### config.mk
export PLATFORM = sky130hd
export DESIGN_NAME = bounded_stack_calculator_core
export DESIGN_NICKNAME = d
export VERILOG_FILES = /design/src/design/bsc_pkg.sv /design/src/design/bounded_stack_calculator_core.sv /design/src/design/bsc_cell.sv /design/src/design/bsc_ctrl.sv
export SDC_FILE = /design/constraint.sdc
export NUM_CORES = 1
export LEC_CHECK = 0
export BUFFER_PORTS_ARGS = -buffer_cell sky130_fd_sc_hd__buf_2
export CAP_MARGIN = 20
export CORE_MARGIN = 2
export CORE_UTILIZATION = 50
export DETAILED_ROUTE_END_ITERATION = 6
export GPL_TIMING_DRIVEN = 0
export PLACE_DENSITY = 0.66
export SLEW_MARGIN = 10
export SYNTH_ARGS = -nofsm -noshare
export SYNTH_HDL_FRONTEND = slang
export SYNTH_HIERARCHICAL = 1
export SYNTH_SLANG_ARGS = --single-unit
### constraint.sdc
create_clock -name aclk -period 9.9 [get_ports aclk]
set_clock_uncertainty 0.15 [all_clocks]
set_input_delay 1.98 -clock aclk [delete_from_list [all_inputs] [get_ports aclk]]
set_output_delay 1.98 -clock aclk [all_outputs]
set_load 0.01 [all_outputs]
### src/design/bsc_pkg.sv
`timescale 1ns / 1ps
// Shared types, command and status codes, and helpers for the bounded stack calculator.
package bsc_pkg;

    localparam int CMD_W   = 3;
    localparam int PUSH_W  = 16;
    localparam int VAL_W   = 11;
    localparam int ST_W    = 3;
    localparam int DEPTH_W = 5;
    localparam int CAP_W   = 5;
    localparam int ARITH_W = 2 * VAL_W;

    localparam int STACK_DEPTH_DEF = 16;

    localparam logic [CAP_W-1:0] CAP_RESET = 5'd9;

    localparam logic signed [ARITH_W-1:0] VAL_MAX = 22'sd999;
    localparam logic signed [ARITH_W-1:0] VAL_MIN = -22'sd999;

    localparam logic [CMD_W-1:0] CMD_PUSH  = 3'd0;
    localparam logic [CMD_W-1:0] CMD_ADD   = 3'd1;
    localparam logic [CMD_W-1:0] CMD_SUB   = 3'd2;
    localparam logic [CMD_W-1:0] CMD_MUL   = 3'd3;
    localparam logic [CMD_W-1:0] CMD_SHOW  = 3'd4;
    localparam logic [CMD_W-1:0] CMD_CLEAR = 3'd5;

    localparam logic [ST_W-1:0] ST_OK     = 3'd0;
    localparam logic [ST_W-1:0] ST_DIGITS = 3'd1;
    localparam logic [ST_W-1:0] ST_FULL   = 3'd2;
    localparam logic [ST_W-1:0] ST_BOUNDS = 3'd3;
    localparam logic [ST_W-1:0] ST_FEW    = 3'd4;
    localparam logic [ST_W-1:0] ST_EMPTY  = 3'd5;

    // Movement of the stack cells for one command.
    typedef struct packed {
        logic push;  // every cell but cell 0 takes the value of the cell above it
        logic pop;   // every cell but cell 0 and the deepest takes the value of the cell below it
    } cell_ctrl_t;

    function automatic logic in_range(input logic signed [ARITH_W-1:0] v);
        in_range = (v >= VAL_MIN) && (v <= VAL_MAX);
    endfunction

endpackage

### src/design/bounded_stack_calculator_core.sv
`timescale 1ns / 1ps
// Bounded stack calculator: commands in, one status beat out per command.
//
// The input channel carries one command per beat: s_tuser holds the command
// code and s_tdata the signed value for a push. The output channel returns
// one beat per command with the status code on m_tuser and the displayed
// value and resulting stack depth on m_tdata.
// The stack is a row of cells; the top entry sits in cell 0. A push moves
// every entry one cell down, and an arithmetic command writes its result
// into cell 0 while every deeper entry moves one cell up, so the two
// operands are always read from fixed registers.
// Each command is decoded and executed in the cycle its beat is accepted,
// and the result beat appears on the next cycle. Throughput is one command
// per cycle while the receiver takes each beat, limited by the single output register.
// When the receiver stalls the result beat is held; the input is still
// taken in that cycle if the held beat is taken at the same edge.
// Reset empties the stack, drops any pending result beat and sets the
// capacity register to 9. It is written through cfg_wr_en and cfg_wr_data;
// the user must write it only while no command is in flight (not enforced).
module bounded_stack_calculator_core
    import bsc_pkg::*;
#(
    parameter int STACK_DEPTH = STACK_DEPTH_DEF
) (
    input  logic              aclk,
    input  logic              aresetn,
    input  logic              cfg_wr_en,
    input  logic [CAP_W-1:0]  cfg_wr_data,  // capacity
    input  logic              s_tvalid,
    output logic              s_tready,
    input  logic [15:0]       s_tdata,      // [15:0] push_value
    input  logic [2:0]        s_tuser,      // [2:0] cmd
    output logic              m_tvalid,
    input  logic              m_tready,
    output logic [15:0]       m_tdata,      // [10:0] shown_value, [15:11] depth
    output logic [2:0]        m_tuser       // [2:0] status
);

    localparam int CNT_W = $clog2(STACK_DEPTH + 1);
    localparam int EXT_W = (CNT_W > DEPTH_W) ? CNT_W : DEPTH_W;

    logic [CAP_W-1:0] cap_reg;
    logic [CNT_W-1:0] count_reg;
    logic [CNT_W-1:0] count_next;
    logic             m_tvalid_reg;
    logic [15:0]      m_tdata_reg;
    logic [2:0]       m_tuser_reg;

    logic             accept;
    cell_ctrl_t       dec_ctrl;
    cell_ctrl_t       cell_ctrl;
    logic [VAL_W-1:0] alu_result;
    logic [ST_W-1:0]  status;
    logic [VAL_W-1:0] shown_value;
    logic [VAL_W-1:0] cell_val [STACK_DEPTH];
    logic [EXT_W-1:0] depth_ext;

    // A new command is taken whenever the output register is free or is
    // being emptied at this edge.
    assign s_tready = !m_tvalid_reg || m_tready;
    assign accept   = s_tvalid && s_tready;

    bsc_ctrl #(
        .STACK_DEPTH (STACK_DEPTH)
    ) u_ctrl (
        .cmd         (s_tuser),
        .push_value  (s_tdata),
        .top_val     (cell_val[0]),
        .next_val    (cell_val[1]),
        .capacity    (cap_reg),
        .count       (count_reg),
        .count_next  (count_next),
        .ctrl        (dec_ctrl),
        .result      (alu_result),
        .status      (status),
        .shown_value (shown_value)
    );

    // The cells move only for an accepted command.
    assign cell_ctrl.push = dec_ctrl.push && accept;
    assign cell_ctrl.pop  = dec_ctrl.pop && accept;

    // Cell 0 takes the pushed value from above and the arithmetic result
    // from below; the deepest cell has nothing below it and keeps its value.
    genvar gi;
    generate
        for (gi = 0; gi < STACK_DEPTH; gi++) begin : g_cell
            logic [VAL_W-1:0] above_val;
            logic [VAL_W-1:0] below_val;

            if (gi == 0) begin : g_top
                assign above_val = s_tdata[VAL_W-1:0];
                assign below_val = alu_result;
            end else if (gi == STACK_DEPTH - 1) begin : g_bottom
                assign above_val = cell_val[gi-1];
                assign below_val = cell_val[gi];
            end else begin : g_mid
                assign above_val = cell_val[gi-1];
                assign below_val = cell_val[gi+1];
            end

            bsc_cell u_cell (
                .aclk    (aclk),
                .ctrl    (cell_ctrl),
                .above_i (above_val),
                .below_i (below_val),
                .val_o   (cell_val[gi])
            );
        end
    endgenerate

    assign depth_ext = EXT_W'(count_next);

    always_ff @(posedge aclk) begin
        if (!aresetn) begin
            cap_reg   <= CAP_RESET;
            count_reg <= '0;
        end else begin
            if (cfg_wr_en) begin
                cap_reg <= cfg_wr_data;
            end
            if (accept) begin
                count_reg <= count_next;
            end
        end
    end

    // Output register: loaded on every accepted command, held while stalled.
    always_ff @(posedge aclk) begin
        if (!aresetn) begin
            m_tvalid_reg <= 1'b0;
        end else if (accept) begin
            m_tvalid_reg <= 1'b1;
        end else if (m_tready) begin
            m_tvalid_reg <= 1'b0;
        end
    end

    always_ff @(posedge aclk) begin
        if (accept) begin
            m_tdata_reg <= {depth_ext[DEPTH_W-1:0], shown_value};
            m_tuser_reg <= status;
        end
    end

    assign m_tvalid = m_tvalid_reg;
    assign m_tdata  = m_tdata_reg;
    assign m_tuser  = m_tuser_reg;

endmodule

### src/design/bsc_cell.sv
`timescale 1ns / 1ps
// One stack cell: holds one entry and moves it toward its upper or lower neighbor.
module bsc_cell
    import bsc_pkg::*;
(
    input  logic             aclk,
    input  cell_ctrl_t       ctrl,
    input  logic [VAL_W-1:0] above_i,
    input  logic [VAL_W-1:0] below_i,
    output logic [VAL_W-1:0] val_o
);

    logic [VAL_W-1:0] val_reg;

    always_ff @(posedge aclk) begin
        if (ctrl.push) begin
            val_reg <= above_i;
        end else if (ctrl.pop) begin
            val_reg <= below_i;
        end
    end

    assign val_o = val_reg;

endmodule

### src/design/bsc_ctrl.sv
`timescale 1ns / 1ps
// Command decoder and arithmetic unit working on the two top cells.
module bsc_ctrl
    import bsc_pkg::*;
#(
    parameter int STACK_DEPTH = STACK_DEPTH_DEF
) (
    input  logic [CMD_W-1:0]       cmd,
    input  logic [PUSH_W-1:0]      push_value,
    input  logic [VAL_W-1:0]       top_val,
    input  logic [VAL_W-1:0]       next_val,
    input  logic [CAP_W-1:0]       capacity,
    input  logic [$clog2(STACK_DEPTH+1)-1:0] count,
    output logic [$clog2(STACK_DEPTH+1)-1:0] count_next,
    output cell_ctrl_t             ctrl,
    output logic [VAL_W-1:0]       result,
    output logic [ST_W-1:0]        status,
    output logic [VAL_W-1:0]       shown_value
);

    localparam int CNT_W = $clog2(STACK_DEPTH + 1);
    localparam int LIM_W = (CNT_W > CAP_W) ? CNT_W : CAP_W;

    logic [LIM_W-1:0]          cnt_ext;
    logic [LIM_W-1:0]          cap_ext;
    logic [LIM_W-1:0]          limit;
    logic signed [ARITH_W-1:0] op1;
    logic signed [ARITH_W-1:0] op2;
    logic signed [ARITH_W-1:0] push_ext;
    logic signed [ARITH_W-1:0] arith;

    assign cnt_ext  = LIM_W'(count);
    assign cap_ext  = LIM_W'(capacity);
    assign limit    = (cap_ext < LIM_W'(STACK_DEPTH)) ? cap_ext : LIM_W'(STACK_DEPTH);
    assign op1      = ARITH_W'($signed(top_val));
    assign op2      = ARITH_W'($signed(next_val));
    assign push_ext = ARITH_W'($signed(push_value));

    always_comb begin
        case (cmd)
            CMD_ADD: arith = op1 + op2;
            CMD_SUB: arith = op1 - op2;
            default: arith = op1 * op2;
        endcase
    end

    assign result = arith[VAL_W-1:0];

    always_comb begin
        status      = ST_OK;
        shown_value = '0;
        ctrl        = '0;
        count_next  = count;
        unique case (cmd) inside
            CMD_PUSH: begin
                if (!in_range(push_ext)) begin
                    status = ST_DIGITS;
                end else if (cnt_ext >= limit) begin
                    status = ST_FULL;
                end else begin
                    ctrl.push  = 1'b1;
                    count_next = count + CNT_W'(1);
                end
            end
            CMD_ADD, CMD_SUB, CMD_MUL: begin
                if (cnt_ext < LIM_W'(2)) begin
                    status = ST_FEW;
                end else if (!in_range(arith)) begin
                    status = ST_BOUNDS;
                end else begin
                    ctrl.pop   = 1'b1;
                    count_next = count - CNT_W'(1);
                end
            end
            CMD_SHOW: begin
                if (count == '0) begin
                    status = ST_EMPTY;
                end else begin
                    shown_value = top_val;
                end
            end
            CMD_CLEAR: begin
                count_next = '0;
            end
            default: begin
                status = ST_OK;
            end
        endcase
    end

endmodule

==> results of run 1 <==
final timing paths:
check / startpoint / endpoint / cells after the start
worst min-delay path: cap_reg[0] / cap_reg[0] / 2
worst min register to register: cap_reg[0] / cap_reg[0] / 2
worst max register to register: g_cell[1].u_cell/val_o[4] / g_cell[1].u_cell/val_o[10] / 22
worst max-delay path: g_cell[1].u_cell/val_o[4] / g_cell[1].u_cell/val_o[10] / 22
report_power, final:
group / switching [mW] / leakage, nW / internal (mW)
Clock: 0.342 / 0.358 / 0.480
Combinational: 0.0584 / 5.04 / 0.0406
Sequential: 0.00234 / 1.86 / 0.947
synthesized netlist by cell type, types with 16 or more instances:
| cell type | count | share of area |
|---|---|---|
| sky130_fd_sc_hd__edfxtp_1 | 195 | 0.37 |
| sky130_fd_sc_hd__clkbuf_1 | 27 | 0.0063 |
| sky130_fd_sc_hd__nand2_1 | 99 | 0.023 |
| sky130_fd_sc_hd__fa_1 | 119 | 0.15 |
| sky130_fd_sc_hd__or2_1 | 16 | 0.0063 |
| sky130_fd_sc_hd__o21ai_0 | 34 | 0.011 |
| sky130_fd_sc_hd__mux2_4 | 144 | 0.14 |
| sky130_fd_sc_hd__mux2_2 | 32 | 0.023 |
| sky130_fd_sc_hd__a21oi_1 | 40 | 0.013 |
| sky130_fd_sc_hd__nor2_1 | 54 | 0.013 |
| sky130_fd_sc_hd__buf_6 | 18 | 0.013 |
| sky130_fd_sc_hd__nor3_1 | 17 | 0.0053 |
| sky130_fd_sc_hd__and2_1 | 49 | 0.019 |
| sky130_fd_sc_hd__xnor2_1 | 23 | 0.013 |
| sky130_fd_sc_hd__inv_1 | 167 | 0.039 |
| sky130_fd_sc_hd__ha_1 | 77 | 0.060 |
tightest hold or removal path: stages, from the launching register on:
cell,delay [ns]
sky130_fd_sc_hd__dfxtp_1,0.32
sky130_fd_sc_hd__mux2i_1,0.06
sky130_fd_sc_hd__nand2_1,0.06
per-layer routing:
| metal | vias up | track usage | share of wire | wire length (microns) |
|---|---|---|---|---|
| li1 | 4742 | - | - | - |
| met2 | 227 | 0.352 | 0.46 | 16000 |
| met5 | - | 0 | 0 | 0 |
| met1 | 4968 | 0.302 | 0.46 | 16100 |
| met3 | 55 | 0.0232 | 0.044 | 1530 |
| met4 | 0 | 0.0698 | 0.034 | 1170 |
cell families after synthesis:
logic type,count (synthesis),share of synthesized area
flip-flops,206,0.380
XOR/XNOR,26,0.0142
AND/OR/NAND/NOR,312,0.0991
multiplexers,188,0.165
buffers and inverters,226,0.0622
adder cells (fa/ha/maj),196,0.209
AO/OA/AOI/OAI,165,0.0705
through the flow:
stage / setup WS (ns) / hold slack [ns] / instances / util
final: 0.919 / 0.314 / 1810 / 0.554
after global routing: 0.465 / 0.381 / 1810 / 0.554
after CTS: 0.941 / 0.319 / 1810 / 0.554
after detailed placement: 0.945 / 0.305 / 1769 / 0.531
after global placement: 1.06 / 0.300 / 1768 / 0.530
after floorplan: 2.83 / 0.283 / 1319 / -
area by class of cell:
| type | instances | share of cell area |
|---|---|---|
| well taps | 402 | 0.0288 |
| clock buffers | 26 | 0.0336 |
| multi-input cells | 887 | 0.511 |
| clock inverters | 15 | 0.00787 |
| inverters | 171 | 0.0367 |
| repair buffers | 48 | 0.0146 |
| plain buffers | 55 | 0.0202 |
| flip-flops and latches | 206 | 0.347 |
==> results.md, run 1 <==
- Result of the run: completed
- Cell class contributing the biggest share of worst-path delay: adder cells
- Final number of hold-violating endpoints: 0
- Setup-failing EPs final: 0
- # IOs: 50
- Count of cell types in the netlist: 81
- Maximum net fanout on the critical path: 16
- Detailed Place HPWL: 27,700 microns
- Clock tree root driver cell: sky130_fd_sc_hd__clkbuf_16
- Share of the cycle needed by the critical path after routing: 0.907
- Worst path most repeated cell: sky130_fd_sc_hd__fa_1
- Post-CTS repair timing setup buffer count: 0
- Critical Setup Path Class: flip-flop to flip-flop
- Synthesis-to-layout area growth: 9.27%
- Number of design-rule violations left by the first detailed-router iteration: 597
- Largest incremental delay on the critical path: 0.81 ns
- Ordered list of cells on the worst path: clkbuf_1 -> nand2_1 -> fa_1 -> fa_1 -> fa_1 -> inv_1 -> fa_1 -> inv_1 -> fa_1 -> inv_1 -> ha_1 -> nor3_1 -> nor2_1 -> a21oi_1 -> o21ai_0 -> xnor2_1 -> nor4_1 -> o21ai_0 -> o31ai_1 -> and2_2 -> and3_1 -> or2_1
- Number of levels the H-tree was split into: 1
- Max-slew headroom at the worst pin: 0.291
- ANT nets after route: 0
- Number of input and output port buffers inserted: 47
- Routed wirelength normalized by instance count: 19.2 microns
- Largest register FFs: 176
- CTS Sinks: 206
- Class of the most critical hold timing path: flip-flop to flip-flop
- Cell count after synthesis: 1,319
- Wire length of the first global-routing pass: 56,100 microns
- Starting density of the core: 0.507
- Via count of the routed design: 9,992
- 1st-pass router iterations: 4
- Total grt overflow: 0
- Final non-filler cell area: 17,500 sq um
- Routability Congestion: 0.906
- Number of enable-type register cells in the synthesized netlist: 195
- Worst Setup Start Kind: flip-flop
- Diode count: 0
- Antenna violations before repair: 1
- Layout fillers: 2,683
- Die Span X: 183 microns
- Global-route total usage across every layer: 0.215
- Leakage Power: 7.26 nW
- Highest-count cells in the layout ignoring fill and taps: sky130_fd_sc_hd__edfxtp_1 (195), sky130_fd_sc_hd__inv_1 (167), sky130_fd_sc_hd__mux2_4 (144)
- Cell Area, Synth: 16,000 sq um
- Total clock buffers created by CTS: 23
- RSZ-0062 raised after global routing: no
- Area inside the core boundary: 31,600 sq um
- Final Net Count: 1,617
- Vias in the first global route: 10,200
- Synth Area per Inst: 12.1 sq um
- Seq/Total Area, Yosys: 0.380
- Ratio of routed vias to standard cells: 5.52
- Async set-reset flop share out of synthesis: 0
- Detailed Route WL: 34,800 microns
- FF/Latch Area: 6080 sq um
- Number of buffer and inverter stages on the critical path: 4
- Nets in the synthesized netlist: 1,544
- Top_reg_cell synth: sky130_fd_sc_hd__edfxtp_1
- Power, Total: 1.87 mW
- Source-to-sink clock delay at the later pin of the worst-skew pair: 0.53 ns
- Setup TNS: 0 ns
- Commonest non-fill, non-tap cell in the layout: sky130_fd_sc_hd__edfxtp_1
- Register bit total from synthesis: 206
- F_max: 0.111 GHz
- Std-Cell Rows: 65
- Max-capacitance violation count: 0
- Critical Path Sink Type: flip-flop
- Power Dens Cells: 107 nW/um^2
- Largest voltage drop on the vdd net: 0.000127 V
- Multi-input logic area: 8930 sq um
- Clock-pin slew on the worst setup and hold paths: 0.06 ns
- Pin count of the biggest net entering global routing: 35
- Ratio of cells with drive above 1 in the final layout: 0.213
- Die Height: 183 microns
- Synth Warn #: 6
- DRC violation count after routing: 0
- Hold-fix buffers, CTS: 0
- Count of instances resized after the clock tree is built: 0
- Worst-Margin Slew: 1.06 ns
- CTS Buffer Depth: 3
- Cell with the largest stage delay on the worst path: sky130_fd_sc_hd__o31ai_1
- Die footprint: 33,500 sq um
- TritonCTS clock tree: built
- Post-layout min period: 8.98 ns
- Arrival time of data at the critical path endpoint: 8.98 ns
- Slew Limit Fails: 0
- Reg-to-reg slack, setup: 0.92 ns
- Instance area after placement: 16,800 sq um
- Required @ worst endpoint: 9.90 ns
(Power assumes the default switching activity.)
==> run 2: changes to the inputs <==
- CELL_PAD_IN_SITES_DETAIL_PLACEMENT: not set -> 1
- CELL_PAD_IN_SITES_GLOBAL_PLACEMENT: not set -> 2
- CORE_UTILIZATION: 50 -> 45
- PLACE_DENSITY: 0.66 -> not set
- PLACE_DENSITY_LB_ADDON: not set -> 0.1
==> run 2 against run 1 <==
Critical path depth down 2; cell area grew 0.73%; total power up 3.4%; wire length rose by 22%; setup slack got worse by 0.26 ns; via count grew 2.9%.
==> results.md, run 2 (synthesis results as in run 1) <==
- Capture point of the worst reg-to-reg path: g_cell[2].u_cell/val_o[7]
- Number of input and output port buffers inserted: 47 (unchanged)
- Commonest non-fill, non-tap cell in the layout: sky130_fd_sc_hd__edfxtp_1
- Starting density of the core: 0.453 (-0.0539)
- Routed wirelength normalized by instance count: 22.7 microns (+18%)
- Worst reg2reg path depth: 20 (-9.1%)
- Top routing layer in use: met5
- Worst Setup Start Kind: flip-flop
- CTS Buffer Depth: 3 (unchanged)
- Leakage Power: 7.28 nW (+0.23%)
- Number of non-filler instances in the completed layout: 1,872 (+3.4%)
- Share of the cycle needed by the critical path after routing: 0.933 (+0.0259)
- Setup-failing EPs final: 0 (unchanged)
- CTS Sinks: 206 (unchanged)
- Metal1 wirelength: 20,900 microns (+30%)
- Detailed Place HPWL: 33,200 microns (+20%)
- Via count of the routed design: 10,300 (+2.9%)
- Critical Setup Path Class: flip-flop to flip-flop
- Source-to-sink clock delay at the later pin of the worst-skew pair: 0.52 ns (about the same)
- DRC violation count after routing: 0 (unchanged)
- # IOs: 50 (unchanged)
- Critical hold path startpoint: cap_reg[3]
- Number of design-rule violations left by the first detailed-router iteration: 633 (+6.0%)
- Post-layout min period: 9.24 ns (+0.256 ns)
- F_max: 0.108 GHz (-2.8%)
- Cells after DPL: 1,828 (+3.3%)
- Max-capacitance violation count: 0 (unchanged)
- Area inside the core boundary: 35,300 sq um (+12%)
- Clock-pin slew on the worst setup and hold paths: 0.06 ns (about the same)
- Power Dens Cells: 110 nW/um^2 (+2.6%)
- Worst-Margin Slew: 1.06 ns (-0.00240 ns)
- Highest-count cells in the layout ignoring fill and taps: sky130_fd_sc_hd__edfxtp_1 (195), sky130_fd_sc_hd__inv_1 (167), sky130_fd_sc_hd__mux2_4 (144)
- Instance area after placement: 16,800 sq um (+0.38%)
- Ordered list of cells on the worst path: clkinv_1 -> nand2_1 -> fa_1 -> fa_1 -> fa_1 -> fa_1 -> fa_1 -> inv_1 -> ha_1 -> o21ai_0 -> nor2_1 -> a21oi_1 -> o21ai_0 -> xnor2_1 -> nor4_1 -> o21ai_0 -> o31ai_1 -> and2_2 -> and3_2 -> or2_1
- Max-slew headroom at the worst pin: 0.293 (+0.00243)
- Global-route total usage across every layer: 0.236 (+0.0207)
- Worst hold stages: 2 (unchanged)
- Ratio of cells with drive above 1 in the final layout: 0.215 (+0.00183)
- Total clock buffers created by CTS: 24 (+4.3%)
- RSZ-0062 raised after global routing: no
- Largest register FFs: 176 (unchanged)
- Final non-filler cell area: 17,600 sq um (+0.73%)
- Post-CTS repair timing setup buffer count: 0 (unchanged)
- Worst flop-to-flop path startpoint: g_cell[0].u_cell/val_o[0]
- Class of the most critical hold timing path: flip-flop to flip-flop
- Detailed Route WL: 42,500 microns (+22%)
- Worst path most repeated cell: sky130_fd_sc_hd__fa_1
- Hold path endpoint: cap_reg[3]
- Setup TNS: 0 ns (unchanged)
- Result of the run: completed
- Ratio of routed vias to standard cells: 5.49 (-0.47%)
- Pin count of the biggest net entering global routing: 49 (+40%)
- Vias in the first global route: 10,800 (+5.5%)
- Cell with the largest stage delay on the worst path: sky130_fd_sc_hd__edfxtp_1
- Std-Cell Rows: 69 (+6.2%)
- Final number of hold-violating endpoints: 0 (unchanged)
- Slew Limit Fails: 0 (unchanged)
- Die Height: 193 microns (+5.3%)
- Antenna violations before repair: 2 (+1)
- TritonCTS clock tree: built
- Total grt overflow: 0 (unchanged)
- Routability Congestion: 0.842 (-7.1%)
- 1st-pass router iterations: 5 (+1)
- Detail Route met3 WL: 1800 microns (+17%)
- Largest voltage drop on the vdd net: 0.000152 V (+20%)
- Reg-to-reg slack, setup: 0.66 ns (-0.26 ns)
- Number of levels the H-tree was split into: 1 (unchanged)
- Die footprint: 37,100 sq um (+11%)
- Required @ worst endpoint: 9.91 ns (about the same)
- Clock tree root driver cell: sky130_fd_sc_hd__clkbuf_16
- Routed length on met2: 18,900 microns (+18%)
- Synthesis-to-layout area growth: 10.1%
- ANT nets after route: 0 (unchanged)
- Die Span X: 193 microns (+5.3%)
- Utilization after layout: 0.499 (-0.0553)
- Critical Path Sink Type: flip-flop
- Largest incremental delay on the critical path: 0.72 ns (-0.09 ns)
- Hold WS: 0.332 ns (+0.0178 ns)
- Wire length of the first global-routing pass: 64,900 microns (+16%)
- Maximum net fanout on the critical path: 16 (unchanged)
- Arrival time of data at the critical path endpoint: 9.25 ns (+0.27 ns)
- Final Net Count: 1,618 (+0.062%)
==> run 2: metrics by stage <==
step / power, mW / setup WS (ns)
floorplan: 1.03 / 2.83
global placement: 1.07 / 0.446
detailed placement: 1.07 / 0.391
CTS: 1.95 / 0.300
global route: 1.99 / 0.191
finish: 1.93 / 0.663
==> run 2: layer usage <==
| metal | up-vias | global-route usage |
|---|---|---|
| li1 | 4739 | - |
| met1 | 5270 | 0.352 |
| met2 | 218 | 0.364 |
| met3 | 55 | 0.0318 |
| met4 | 4 | 0.0534 |
| met5 | - | 0 |
==> run 2: how the worst max path moves through the flow <==
stage / slack [ns] / end / cells past startpoint / start
6_report: 0.66 / g_cell[2].u_cell/val_o[7] / 20 / g_cell[0].u_cell/val_o[0]
3_5_place_dp: 0.39 / g_cell[2].u_cell/val_o[7] / 22 / g_cell[0].u_cell/val_o[1]
4_1_cts: 0.30 / g_cell[2].u_cell/val_o[7] / 22 / g_cell[0].u_cell/val_o[1]
2_1_floorplan: 2.83 / g_cell[0].u_cell/val_o[0] / 23 / g_cell[0].u_cell/val_o[10]
3_3_place_gp: 0.45 / g_cell[2].u_cell/val_o[3] / 22 / g_cell[0].u_cell/val_o[1]
5_1_grt: 0.19 / g_cell[4].u_cell/val_o[7] / 20 / g_cell[0].u_cell/val_o[0]
==> run 2: cell type report <==
cell class	instances	area (sq um)
diodes	1	2.50
plain buffers	55	354
clock buffers	32	652
clock inverters	11	131
fillers	3713	17700
inverters	171	642
multi-input cells	887	8940
flip-flops and latches	206	6080
well taps	461	577
repair buffers	48	240
==> run 2: what timing repair did <==
action,in CTS,in global routing
hold buffers,0,0
setup endpoints to repair,0,176
resized for setup,0,3
==> run 2: worst max-delay path: cells and delay by family (launching register included) <==
family                     cells  cell delay [ns]
AOI/OAI and AO/OA              5             1.80
xor gates and xnor gates       1             0.20
buffers and inverters          2             0.62
DFF                            1             0.72
and+or+nand+nor                6             2.37
adders and majority gates      6             3.00
==> run 2: where the power goes <==
part           switching, mW  internal [mW]
Combinational         0.0606         0.0409
Sequential           0.00296          0.948
Clock                  0.343          0.539
